[config.mk]
export PLATFORM = sky130hd
export DESIGN_NAME = framebuffer_pixel_packer_top
export DESIGN_NICKNAME = d
export VERILOG_FILES = /design/src/design/fpp_pkg.sv /design/src/design/fpp_place.sv /design/src/design/framebuffer_pixel_packer_top.sv
export SDC_FILE = /design/constraint.sdc
export NUM_CORES = 1
export LEC_CHECK = 0
export ABC_CLOCK_PERIOD_IN_PS = 6520
export BUFFER_PORTS_ARGS = -buffer_cell sky130_fd_sc_hd__buf_2
export CAP_MARGIN = 25
export CELL_PAD_IN_SITES_DETAIL_PLACEMENT = 1
export CELL_PAD_IN_SITES_GLOBAL_PLACEMENT = 1
export CORE_UTILIZATION = 45
export DETAILED_ROUTE_END_ITERATION = 12
export MAX_ROUTING_LAYER = met4
export PLACE_DENSITY = 0.8
export SLEW_MARGIN = 40
export SYNTH_ARGS = -nofsm -noshare
export SYNTH_HDL_FRONTEND = slang
export SYNTH_SLANG_ARGS = --single-unit
[constraint.sdc]
create_clock -name clk -period 6.52 [get_ports clk]
set_clock_uncertainty 0.1 [all_clocks]
set_input_delay 0.326 -clock clk [delete_from_list [all_inputs] [get_ports clk]]
set_output_delay 0.326 -clock clk [all_outputs]
set_load 0.02 [all_outputs]
[src/design/fpp_pkg.sv]
// Shared types and constants of the framebuffer pixel packer.
package fpp_pkg;

	// Build options
	localparam int BIG_ENDIAN_ORDER = 0;
	localparam int MAX_COORD        = 4096;

	// Field widths
	localparam int CHAN_W   = 8;
	localparam int COORD_W  = 12;
	localparam int OFF_W    = 5;
	localparam int LEN_W    = 4;
	localparam int STRIDE_W = 15;
	localparam int MODE_W   = 2;
	localparam int WORD_W   = 32;
	localparam int COUNT_W  = 3;
	localparam int ADDR_W   = 26;
	localparam int XOFF_W   = COORD_W + 2;
	localparam int PROD_W   = COORD_W + STRIDE_W;

	// Pixel modes; the unused code behaves as 16/15 bpp
	localparam logic [MODE_W-1:0] MODE_32 = 2'd0;
	localparam logic [MODE_W-1:0] MODE_24 = 2'd1;
	localparam logic [MODE_W-1:0] MODE_16 = 2'd2;

	// Byte counts
	localparam logic [COUNT_W-1:0] BYTES_32 = 3'd4;
	localparam logic [COUNT_W-1:0] BYTES_24 = 3'd3;
	localparam logic [COUNT_W-1:0] BYTES_16 = 3'd2;

	// Register indexes
	localparam logic [2:0] REG_PIXEL_MODE   = 3'd0;
	localparam logic [2:0] REG_RED_OFFSET   = 3'd1;
	localparam logic [2:0] REG_GREEN_OFFSET = 3'd2;
	localparam logic [2:0] REG_BLUE_OFFSET  = 3'd3;
	localparam logic [2:0] REG_RED_LENGTH   = 3'd4;
	localparam logic [2:0] REG_GREEN_LENGTH = 3'd5;
	localparam logic [2:0] REG_BLUE_LENGTH  = 3'd6;
	localparam logic [2:0] REG_LINE_STRIDE  = 3'd7;

	// Channel bit positions handed to the placer
	typedef struct packed {
		logic [OFF_W-1:0] red_off;
		logic [OFF_W-1:0] green_off;
		logic [OFF_W-1:0] blue_off;
	} offsets_t;

endpackage

[src/design/fpp_place.sv]
// Shifts the three channels to their bit positions and merges them.
module fpp_place (
	input  logic [fpp_pkg::CHAN_W-1:0] red,
	input  logic [fpp_pkg::CHAN_W-1:0] green,
	input  logic [fpp_pkg::CHAN_W-1:0] blue,
	input  fpp_pkg::offsets_t          offsets,
	output logic [fpp_pkg::WORD_W-1:0] word
);

	localparam int PAD_W = fpp_pkg::WORD_W - fpp_pkg::CHAN_W;

	logic [fpp_pkg::WORD_W-1:0] red_w;
	logic [fpp_pkg::WORD_W-1:0] green_w;
	logic [fpp_pkg::WORD_W-1:0] blue_w;

	// bits pushed past the top are dropped
	assign red_w   = {{PAD_W{1'b0}}, red}   << offsets.red_off;
	assign green_w = {{PAD_W{1'b0}}, green} << offsets.green_off;
	assign blue_w  = {{PAD_W{1'b0}}, blue}  << offsets.blue_off;
	assign word    = red_w | green_w | blue_w;

endmodule

[src/design/framebuffer_pixel_packer_top.sv]
// Top level of the framebuffer pixel packer: registers and three-stage pipeline.
//
// channel   dir  payload                                    handshake
// s_*       in   red, green, blue, pixel_x, pixel_y         s_tvalid / s_tready
// m_*       out  packed_word, byte_count, byte_address      m_tvalid / m_tready
// cfg_*     in   register index, write data                 cfg_we, no wait
//
// One item per clock sustained while m_tready stays high; an accepted item
// passes through the stage 1, 2 and 3 registers before m_tvalid. Stage 1
// clamps coordinates, trims channels in 16 bpp mode and forms x*bpp;
// stage 2 places the channels and multiplies y by the line stride; stage 3
// orders the bytes and adds the address. Each stage holds while the one
// after it is full and stalled, so s_tready drops only when all three are
// full and m_tready is low. Reset empties the pipeline and loads the register defaults.
module framebuffer_pixel_packer_top #(
	parameter int BIG_ENDIAN_ORDER = fpp_pkg::BIG_ENDIAN_ORDER,
	parameter int MAX_COORD        = fpp_pkg::MAX_COORD
) (
	input  logic        clk,
	input  logic        arst_n,
	input  logic        s_tvalid,
	output logic        s_tready,
	input  logic [47:0] s_tdata,   // red_in[7:0], green_in[15:8], blue_in[23:16],
	                               // pixel_x[35:24], pixel_y[47:36]
	output logic        m_tvalid,
	input  logic        m_tready,
	output logic [63:0] m_tdata,   // packed_word[31:0], byte_count[34:32],
	                               // byte_address[60:35], zero[63:61]
	input  logic        cfg_we,
	input  logic [2:0]  cfg_index,
	input  logic [14:0] cfg_data
);

	localparam int CW = fpp_pkg::CHAN_W;
	localparam int XW = fpp_pkg::COORD_W;

	// largest coordinate that can leave the clamp
	localparam int CLAMP_MAX = (MAX_COORD > (1 << XW)) ? ((1 << XW) - 1)
	                                                   : (MAX_COORD - 1);

	// ---------------- configuration registers ----------------
	logic [fpp_pkg::MODE_W-1:0]   pixel_mode_q;
	logic [fpp_pkg::OFF_W-1:0]    red_offset_q, green_offset_q, blue_offset_q;
	logic [fpp_pkg::LEN_W-1:0]    red_length_q, green_length_q, blue_length_q;
	logic [fpp_pkg::STRIDE_W-1:0] line_stride_q;

	always_ff @(posedge clk or negedge arst_n) begin
		if (!arst_n) begin
			pixel_mode_q   <= fpp_pkg::MODE_32;
			red_offset_q   <= 5'd16;
			green_offset_q <= 5'd8;
			blue_offset_q  <= 5'd0;
			red_length_q   <= 4'd5;
			green_length_q <= 4'd6;
			blue_length_q  <= 4'd5;
			line_stride_q  <= '0;
		end else if (cfg_we) begin
			case (cfg_index)
				fpp_pkg::REG_PIXEL_MODE:   pixel_mode_q   <= cfg_data[1:0];
				fpp_pkg::REG_RED_OFFSET:   red_offset_q   <= cfg_data[4:0];
				fpp_pkg::REG_GREEN_OFFSET: green_offset_q <= cfg_data[4:0];
				fpp_pkg::REG_BLUE_OFFSET:  blue_offset_q  <= cfg_data[4:0];
				fpp_pkg::REG_RED_LENGTH:   red_length_q   <= cfg_data[3:0];
				fpp_pkg::REG_GREEN_LENGTH: green_length_q <= cfg_data[3:0];
				fpp_pkg::REG_BLUE_LENGTH:  blue_length_q  <= cfg_data[3:0];
				fpp_pkg::REG_LINE_STRIDE:  line_stride_q  <= cfg_data;
				default: ;
			endcase
		end
	end

	// ---------------- flow control ----------------
	logic valid_s1, valid_s2, valid_s3;
	logic ready_s1, ready_s2, ready_s3;

	assign ready_s3 = !valid_s3 || m_tready;
	assign ready_s2 = !valid_s2 || ready_s3;
	assign ready_s1 = !valid_s1 || ready_s2;
	assign s_tready = ready_s1;

	always_ff @(posedge clk or negedge arst_n) begin
		if (!arst_n) begin
			valid_s1 <= 1'b0;
			valid_s2 <= 1'b0;
			valid_s3 <= 1'b0;
		end else begin
			if (ready_s1) valid_s1 <= s_tvalid;
			if (ready_s2) valid_s2 <= valid_s1;
			if (ready_s3) valid_s3 <= valid_s2;
		end
	end

	// ---------------- stage 1: clamp, trim, x offset ----------------
	logic [CW-1:0] red_in, green_in, blue_in;
	logic [XW-1:0] pixel_x, pixel_y, x_clamp, y_clamp;
	logic [CW-1:0] red_trim, green_trim, blue_trim;
	logic          mode16;
	logic [fpp_pkg::COUNT_W-1:0] bpp;
	logic [fpp_pkg::XOFF_W-1:0]  x_ext, x_bytes;

	assign red_in   = s_tdata[7:0];
	assign green_in = s_tdata[15:8];
	assign blue_in  = s_tdata[23:16];
	assign pixel_x  = s_tdata[35:24];
	assign pixel_y  = s_tdata[47:36];

	// coordinates at or past the screen edge stick to the last column/row
	assign x_clamp = ({3'b000, pixel_x} >= 15'(MAX_COORD)) ?
	                 XW'(CLAMP_MAX) : pixel_x;
	assign y_clamp = ({3'b000, pixel_y} >= 15'(MAX_COORD)) ?
	                 XW'(CLAMP_MAX) : pixel_y;

	// keep the top bits; a length above 8 keeps all, zero keeps none
	function automatic logic [CW-1:0] trim(input logic [CW-1:0] chan,
	                                       input logic [fpp_pkg::LEN_W-1:0] len);
		logic [fpp_pkg::LEN_W-1:0] n;
		n = (len > 4'd8) ? 4'd8 : len;
		return chan >> (4'd8 - n);
	endfunction

	assign mode16     = (pixel_mode_q != fpp_pkg::MODE_32) &&
	                    (pixel_mode_q != fpp_pkg::MODE_24);
	assign red_trim   = mode16 ? trim(red_in, red_length_q)     : red_in;
	assign green_trim = mode16 ? trim(green_in, green_length_q) : green_in;
	assign blue_trim  = mode16 ? trim(blue_in, blue_length_q)   : blue_in;

	always_comb begin
		x_ext = {2'b00, x_clamp};
		case (pixel_mode_q)
			fpp_pkg::MODE_32: begin
				bpp     = fpp_pkg::BYTES_32;
				x_bytes = x_ext << 2;
			end
			fpp_pkg::MODE_24: begin
				bpp     = fpp_pkg::BYTES_24;
				x_bytes = (x_ext << 1) + x_ext;
			end
			default: begin
				bpp     = fpp_pkg::BYTES_16;
				x_bytes = x_ext << 1;
			end
		endcase
	end

	logic [CW-1:0] red_s1, green_s1, blue_s1;
	logic [XW-1:0] y_s1;
	logic [fpp_pkg::COUNT_W-1:0] bpp_s1;
	logic [fpp_pkg::XOFF_W-1:0]  xb_s1;

	always_ff @(posedge clk) begin
		if (ready_s1 && s_tvalid) begin
			red_s1   <= red_trim;
			green_s1 <= green_trim;
			blue_s1  <= blue_trim;
			y_s1     <= y_clamp;
			bpp_s1   <= bpp;
			xb_s1    <= x_bytes;
		end
	end

	// ---------------- stage 2: place channels, y * stride ----------------
	fpp_pkg::offsets_t offsets;
	logic [fpp_pkg::WORD_W-1:0] placed;

	assign offsets = '{red_off: red_offset_q, green_off: green_offset_q,
	                   blue_off: blue_offset_q};

	fpp_place u_place (
		.red     (red_s1),
		.green   (green_s1),
		.blue    (blue_s1),
		.offsets (offsets),
		.word    (placed)
	);

	logic [fpp_pkg::WORD_W-1:0]  placed_s2;
	logic [CW-1:0]               red_s2, green_s2, blue_s2;
	logic [fpp_pkg::PROD_W-1:0]  prod_s2;
	logic [fpp_pkg::COUNT_W-1:0] bpp_s2;
	logic [fpp_pkg::XOFF_W-1:0]  xb_s2;

	always_ff @(posedge clk) begin
		if (ready_s2 && valid_s1) begin
			placed_s2 <= placed;
			red_s2    <= red_s1;
			green_s2  <= green_s1;
			blue_s2   <= blue_s1;
			prod_s2   <= {{fpp_pkg::STRIDE_W{1'b0}}, y_s1} *
			             {{XW{1'b0}}, line_stride_q};
			bpp_s2    <= bpp_s1;
			xb_s2     <= xb_s1;
		end
	end

	// ---------------- stage 3: byte order, address ----------------
	logic [fpp_pkg::WORD_W-1:0] word;
	logic [fpp_pkg::ADDR_W-1:0] addr;

	always_comb begin
		case (bpp_s2)
			fpp_pkg::BYTES_32: begin
				word = (BIG_ENDIAN_ORDER != 0) ?
				       {placed_s2[7:0], placed_s2[15:8], placed_s2[23:16],
				        placed_s2[31:24]} : placed_s2;
			end
			fpp_pkg::BYTES_24: begin
				word = (BIG_ENDIAN_ORDER != 0) ?
				       {8'h00, blue_s2, green_s2, red_s2} :
				       {8'h00, red_s2, green_s2, blue_s2};
			end
			default: begin
				word = (BIG_ENDIAN_ORDER != 0) ?
				       {16'h0000, placed_s2[7:0], placed_s2[15:8]} :
				       {16'h0000, placed_s2[15:0]};
			end
		endcase
	end

	// wraps modulo 2^26
	assign addr = prod_s2[fpp_pkg::ADDR_W-1:0] +
	              {{(fpp_pkg::ADDR_W - fpp_pkg::XOFF_W){1'b0}}, xb_s2};

	logic [fpp_pkg::WORD_W-1:0]  word_s3;
	logic [fpp_pkg::COUNT_W-1:0] bpp_s3;
	logic [fpp_pkg::ADDR_W-1:0]  addr_s3;

	always_ff @(posedge clk) begin
		if (ready_s3 && valid_s2) begin
			word_s3 <= word;
			bpp_s3  <= bpp_s2;
			addr_s3 <= addr;
		end
	end

	assign m_tvalid = valid_s3;
	assign m_tdata  = {3'b000, addr_s3, bpp_s3, word_s3};

endmodule
; ---- Yosys cells after proc, flatten, opt, wreduce, memory -nomap -nowiden
; Index checks and enable logic that the tools add are counted.
; Widths: inputs -> output; s select.
[classes]
eq_ne = 11
muxes = 9
mul = 1
n_addsub = 5
n_lt_le_gt_ge = 3
shifts = 6
n_reduce_logical = 21
bitwise = 2
[ops]
columns = cell, n
row1 = $shl 8x5->32, 3
row2 = $or 32x32->32, 2
row3 = $pmux 32 s2, 1
row4 = $pmux 14 s2, 1
row5 = $add 26x14->26, 1
row6 = $mul 12x15->26, 1
row7 = $mux 8, 3
row8 = $shr 8x4->8, 3
row9 = $reduce_and 2->1, 8
row10 = $eq 3x3->1 const B, 5
row11 = $add 13x12->14, 1
row12 = $gt 4x4->1 const B, 3
row13 = $mux 4, 3
row14 = $sub 4x4->4 const A, 3
row15 = $eq 3x2->1 const B, 3
row16 = $pmux 3 s2, 1
row17 = $logic_and 1x1->1, 4
row18 = $eq 3x1->1 const B, 1
row19 = $logic_not 1->1, 3
row20 = $logic_not 3->1, 1
row21 = $logic_or 1x1->1, 3
row22 = $eq 2x1->1 const B, 1
row23 = $logic_not 2->1, 1
row24 = $ne 2x1->1 const B, 1
row25 = $reduce_bool 2->1, 1
[totals]
wordCells = 85
inputBits = 71
reg_bits = 260
output_inout_bits = 66

; ---- Logic depth before layout (Yosys ltp)
; Gate-level depths: netlist of run 1.
[logic_depth]
ltp_word = 5
depth_mapped = 20
depth_no_buf = 19

; ---- By module
; Synthesis of run 1 repeated with hierarchy kept, for this count alone.
[unflattened]
cells_unflattened = 1828
hier_area_um2 = 19173.4
[by_module_without_submodules]
columns = mod, cells_per_inst, area_per_inst_um2, n_inst
row1 = framebuffer_pixel_packer_top, 1520, 17063.9, 1
row2 = fpp_place, 308, 2109.5, 1

; ---- Least setup slack after synthesis of run 1
; No wires, ideal clock.
[synth_path]
path_kind = reg2reg
startpoint = register y_s1[3]
endpoint = register prod_s2[24] (netlist bit), data pin
path_slack_ns = 1.289
setup_ns = 0.260
period_less_slack_ns = 5.231
path_stages_with_launch = 19
t_arrival_ns = 4.870
cell_sequence = edfxtp_1 -> clkbuf_1 -> nand2_1 -> fa_1 -> fa_1 -> inv_1 -> fa_1 -> fa_1 -> inv_1 -> fa_1 -> inv_1 -> ha_1 -> a21o_1 -> a21oi_1 -> o21bai_1 -> a21o_1 -> a211o_1 -> a311oi_2 -> xnor2_1
[synth_between]
elab_chain_len = 1
[synth_rtl]
columns = item, line
row1 = start: declaration, framebuffer_pixel_packer_top.sv:146  ; logic [XW-1:0] y_s1;
row2 = start signal: assignment, framebuffer_pixel_packer_top.sv:155  ; y_s1 <= y_clamp;
row3 = $mul 12x15->26, framebuffer_pixel_packer_top.sv:188  ; prod_s2 <= {{fpp_pkg::STRIDE_W{1'b0}}, y_s1} *
row4 = end signal: assignment, framebuffer_pixel_packer_top.sv:188
row5 = end: declaration, framebuffer_pixel_packer_top.sv:178  ; logic [fpp_pkg::PROD_W-1:0] prod_s2;
; No other way between the ends.
; A chain may end at the register's enable or synchronous reset.

; ---- Final worst setup path of run 1
[layout_path]
startpoint = register y_s1[8]
endpoint = register prod_s2[24] (netlist bit), data pin
; The elaborated chain is that of the path after synthesis.

==> flow_summary.yaml, run 1 <==
floorplan:
  num_rows: 74
  start_util_pct: 45.60
  core_area_um2: 40830
  dieArea_um2: 42200
  die_h_um: 205.4
  ioPinCount: 137
  die_w_um: 205.4
detailed_routing:
  via_per_inst: 5.597
  dr.pass1.iters: 5
  drt_wl_total_um: 51950
  drcViolationCount: 0
  vias: 13640
  drtAntennaViolNets: 0
  post_drt_wl_per_cell_um: 21.32
  drtIter0Drc: 818
cts:
  cts_setup_buffers: 0
  numCtsBuffers: 30
  cts_tree: "yes"
  clockBufferDepth: 3
  insertion_delay_ns: 0.59
  htree_levels: 1
  path_clk_slew_ns: 0.06
  cts_sinks: 260
  cts_root_buffer: "clkbuf_16"
worst_setup_path:
  endpoint_kind: "flip-flop"
  arrival_ns: 5.89
  r2r_slack_ns: 0.86
  start_kind: "flip-flop"
  required_ns: 6.75
  crit_type: "flip-flop to flip-flop"
  cp_max_fo: 15
layout:
  syn2layout_area_growth_pct: 13.51
  fin_cells: 2437
  diodes: 0
  fillers: 4438
  nets: 2175
  layout-drive-gt1-share_pct: 14.33
sta:
  setup_tns_ns: 0
  rsz0062_at_grt: "false"
  fin_crit_ns: 5.658
  setup_violations: 0
  drv_slew: 0
  relSlewSlack_pct: 45.80
  fin_crit_sh_pct: 86.78
  worst_slew_pin_slew_ns: 0.8130
  fmax_mhz: 176.7
  hold_viol: 0
min_path:
  hp-class: "primary input to flip-flop"
global_route:
  antenna_found_initial: 0
  grt_pass1_wl_um: 80580
  overflow: 0
  grt_pass1_vias: 14350
  grt_max_degree: 60
  grt_use_total_pct: 25.68
power:
  p_per_area_nw_per_um2: 620.2
  comb_power_share_pct: 64.0
  p_int_mw: 7.039
  p_sw_mw: 6.070
  sw_frac_of_total_pct: 46.31
  power_frac_seq_pct: 23.7
  clockPowerShare_pct: 12.4
  total_leakage_power_nw: 9.199
  ir_worst_vdd_v: 0.0008953
yosys:
  synth_flop_cell: "edfxtp_1"
  ys_async_sr_fraction_pct: 18.08
  avgSynthCellArea_um2: 10.73
  netlist_instances: 1736
  ys_ff_latch: 260
  yosysSeqAreaShare_pct: 40.72
  synth_edf_count: 213
  syn_area_um2: 18620
  yosys_warnings: 0
  netlist-cell-type-count: 76
status:
  outcome: "complete, no violations"
placed_design:
  portBuffers: 133
  dp_cells: 2335
  place_congestion: 0.9251
  hpwl_um: 38730
flow_run:
  cap_violations: 0
flip-flops by register name (all words and copies together), names as in the netlist, 8 cells and up:
register / count
green_s2: 8
addr_s3: 26
line_stride_q: 15
xb_s2: 14
green_s1: 8
prod_s2: 26
blue_s2: 8
xb_s1: 14
y_s1: 12
red_s2: 8
blue_s1: 8
word_s3: 32
placed_s2: 32
red_s1: 8
cell usage in the layout (no fill, tap or decap), drive strengths merged, types with 15 or more instances in the layout:
master,Yosys,routed
a21o,16,16
dlygate4sd3,0,46
fa,131,131
clkbuf,60,43
a22oi,18,18
nand3,19,19
buf,16,142
mux2,65,65
dfrtp,39,39
a211oi,15,15
a21oi,59,59
mux2i,66,66
inv,198,199
and2,75,75
edfxtp,213,213
nand2,272,272
o21ai,52,52
nor2b,16,16
xnor2,43,43
ha,91,91
nand2b,23,23
nor2,67,67
a22o,16,16
power groups by stage:
stage               clock network, mW  logic (mW)  registers [mW]
CTS                              1.65        8.46            3.09
global route                     1.71        9.50            3.15
global placement                    0        8.01            3.10
floorplan                           0        6.34            2.98
finish                           1.62        8.38            3.10
detailed placement                  0        8.36            3.12
Yosys cell counts (all sizes together), types with 39 or more instances:
master / number / area share, %
mux2: 65 / 4.0
nand2: 272 / 5.5
a21oi: 59 / 1.6
clkbuf: 60 / 1.2
o21ai: 52 / 1.4
inv: 198 / 4.0
xnor2: 43 / 2.0
ha: 91 / 6.1
and2: 75 / 2.5
dfrtp: 39 / 5.2
mux2i: 66 / 3.5
edfxtp: 213 / 34
fa: 131 / 14
nor2: 67 / 1.4
worst max-delay path, cell delays in order (launching register included):
cell and delay, ns:
edfxtp_1 0.75, nand2_1 0.19, fa_1 0.51, inv_1 0.06
fa_1 0.55, fa_1 0.43, fa_1 0.50, inv_1 0.05
fa_1 0.47, inv_1 0.04, ha_1 0.35, a21o_1 0.19
a21oi_1 0.16, o21bai_1 0.10, a21o_1 0.19, a211o_1 0.38
a311oi_2 0.30, xnor2_1 0.09
area by class of cell:
cell class                 instances  area, um^2  share of cell area (%)
multi-input combinational       1202        9997                   47.30
sequential                       260        7585                   35.88
timing repair buffer             188        1197                   5.665
clock buffer                      43       799.5                   3.783
inverter                         200       752.0                   3.558
tap                              532       665.6                   3.149
clock inverter                    12       140.1                  0.6630
cells by family after synthesis:
group                      count (synthesis)  share of synthesized area [%]
muxes                                    133                          7.741
DFF                                      260                          40.72
and+or+nand+nor                          515                          12.75
adders and majority gates                222                          20.20
other                                      1                        0.02014
buffers and inverters                    276                          5.739
xor gates and xnor gates                  57                          2.681
AOI/OAI and AO/OA                        272                          10.15
worst paths after layout:
| path | from | endpoint | depth (start not counted) |
|---|---|---|---|
| worst max-delay path | y_s1[8] | prod_s2[24] | 17 |
| worst min-delay path | s_tdata[17] | blue_s1[1] | 2 |
| worst max register to register | y_s1[8] | prod_s2[24] | 17 |
| worst min register to register | bpp_s1[2] | bpp_s2[2] | 0 |
| max in group asynchronous | arst_n | pixel_mode_q[1] | 3 |
| min in group asynchronous | arst_n | blue_offset_q[1] | 3 |
metal layers:
layer | global-route usage [%] | wire length (um) | vias up
li1 | - | - | 6234
met1 | 35.45 | 23540 | 6930
met2 | 40.25 | 24400 | 398
met3 | 3.294 | 2970 | 77
met4 | 6.217 | 1041 | 0
met5 | - | 0 | -
timing repair:
action / CTS / global route
hold buffers: 46 / 0
endpoints found under the setup margin: 0 / 0
hold endpoints to repair: 87 / 0
gates resized for setup: 0 / 0
through the flow:
step | utilization (%) | hold slack (ns) | area (um^2) | setup slack [ns] | total power [mW]
finish | 51.77 | 0.01124 | 21140 | 0.8617 | 13.11
global placement | 48.26 | 0.3051 | 19710 | 1.086 | 11.11
global route | 51.77 | 0.005993 | 21140 | 0.6284 | 14.36
detailed placement | 48.27 | 0.3075 | 19710 | 0.8843 | 11.48
CTS | 51.70 | 0.0002370 | 21110 | 0.8810 | 13.20
floorplan | - | -0.06959 | 18630 | 1.289 | 9.312
No activity file was read; power rests on OpenSTA's default activity.
==> run 2: changes to the inputs <==
Settings changed: ABC_CLOCK_PERIOD_IN_PS 6520 to 5290.
Clock period 6.52 ns to 5.29 ns, I/O delays scaled along.
==> flow_summary.yaml, run 2 (synthesis results as in run 1) <==
worst_setup_path:
  r2r_slack_ns: 0.05
  endpoint_kind: "flip-flop"
  endpoint: "prod_s2[24]"
  setup.worst_path.start: "y_s1[5]"
  required_ns: 5.51
  crit_type: "flip-flop to flip-flop"
  arrival_ns: 5.46
  cp_max_fo: 5
  reg2reg_from: "y_s1[5]"
  start_kind: "flip-flop"
  ff2ff_path_depth: 19
  r2r_end: "prod_s2[24]"
cts:
  cts_sinks: 260
  numCtsBuffers: 30
  path_clk_slew_ns: 0.06
  insertion_delay_ns: 0.59
  cts_tree: "yes"
  cts_root_buffer: "clkbuf_16"
  htree_levels: 1
  clockBufferDepth: 3
sta:
  fin_crit_sh_pct: 99.02
  relSlewSlack_pct: 43.45
  worst_slew_pin_slew_ns: 0.8373
  setup_violations: 0
  fin_crit_ns: 5.238
  hold_viol: 0
  fin_ws_ns: 0.05166
  rsz0062_at_grt: "true"
  fmax_mhz: 190.9
  drv_slew: 0
detailed_routing:
  dr.pass1.iters: 6
  drtAntennaViolNets: 0
  post_drt_wl_per_cell_um: 21.63
  drtIter0Drc: 830
  drcViolationCount: 0
  drt_wl_total_um: 54560
  via_per_inst: 5.576
  vias: 14070
floorplan:
  num_rows: 74
  ioPinCount: 137
  die_w_um: 205.4
  start_util_pct: 45.60
  die_h_um: 205.4
  core_area_um2: 40830
  dieArea_um2: 42200
status:
  outcome: "complete, no violations"
global_route:
  grt_pass1_wl_um: 83210
  grt_use_total_pct: 26.49
  antenna_found_initial: 1
  grt_max_degree: 62
  grt_pass1_vias: 14890
  overflow: 0
placed_design:
  place_congestion: 0.9210
  pre_cts_ws_ns: -0.1652
  hpwl_um: 39980
  portBuffers: 133
layout:
  final_common_cell: "nand2_1"
  final_cell_mix: "nand2_1 (266), edfxtp_1 (213), inv_1 (196), buf_2 (134), fa_1 (126)"
  fillers: 4388
  nets: 2259
  layout-drive-gt1-share_pct: 20.20
  reg.largest.list: "placed_s2 x32, word_s3 x32"
  syn2layout_area_growth_pct: 18.90
min_path:
  holdCritStartpoint: "s_tdata[10]"
  min_path_cells: 3
  hp-class: "primary input to flip-flop"
flow_run:
  cap_violations: 0
## run 2: worst min-delay path by stage
stage,endpoint,slack (ns)
after global placement,xb_s2[10],0.30
after CTS,green_s1[2],0.01
after detailed placement,xb_s2[4],0.31
after floorplan,blue_length_q[1],-0.13
final,green_s1[2],0.04
after global routing,green_s1[2],0.03
## run 2: repair_timing
action / 4_1_cts / 5_1_grt
gates cloned: 0 / 1
endpoints found under the hold margin: 114 / 0
setup endpoints to repair: 8 / 9
hold buffers: 59 / 0
pin swaps: 5 / 32
gates resized for setup: 16 / 50
setup buffers: 3 / 17
## run 2: critical path, cell delays in order, from the launching register on
cell,delay [ns]
edfxtp_1,0.44
buf_6,0.16
clkbuf_16,0.15
nand2_1,0.08
fa_1,0.44
fa_1,0.51
inv_1,0.06
fa_1,0.49
fa_1,0.52
inv_1,0.06
fa_1,0.48
inv_1,0.07
ha_4,0.22
and2_4,0.17
nand2_1,0.08
a211oi_2,0.06
a31o_1,0.21
a211o_1,0.30
a311oi_2,0.28
xnor2_1,0.10
## run 2: per-stage QoR
| stage | utilization, % | instances | TNS, ns | hold slack [ns] | instance area [um^2] |
|---|---|---|---|---|---|
| 2_1_floorplan | - | 1738 | 0 | -0.1311 | 18630 |
| 3_3_place_gp | 49.21 | 2385 | -0.03418 | 0.3026 | 20090 |
| 3_5_place_dp | 49.24 | 2386 | -0.5467 | 0.3092 | 20100 |
| 4_1_cts | 53.26 | 2504 | -0.009525 | 0.009593 | 21750 |
| 5_1_grt | 54.22 | 2523 | -0.2829 | 0.02834 | 22140 |
| 6_report | 54.22 | 2523 | 0 | 0.04131 | 22140 |
## run 2: cell type report
type | instances | area [um^2] | share of cell area, %
Multi-Input combinational cell | 1202 | 10190 | 46.01
Sequential cell | 260 | 7594 | 34.30
Timing Repair Buffer | 272 | 1958 | 8.845
Clock buffer | 37 | 777.0 | 3.510
Inverter | 200 | 752.0 | 3.397
Tap cell | 532 | 665.6 | 3.007
Clock inverter | 19 | 203.9 | 0.9212
Antenna cell | 1 | 2.502 | 0.01130
## run 2: layer usage
layer / wire, um / track usage (%) / vias up
li1: - / - / 6405
met1: 24420 / 35.92 / 7181
met2: 25900 / 41.88 / 400
met3: 2950 / 3.801 / 81
met4: 1295 / 6.587 / 0
met5: 0 / - / -
Power of run 2 is not shown: default switching activity piles up to over one toggle a cycle in this logic, so the estimate is an artifact.
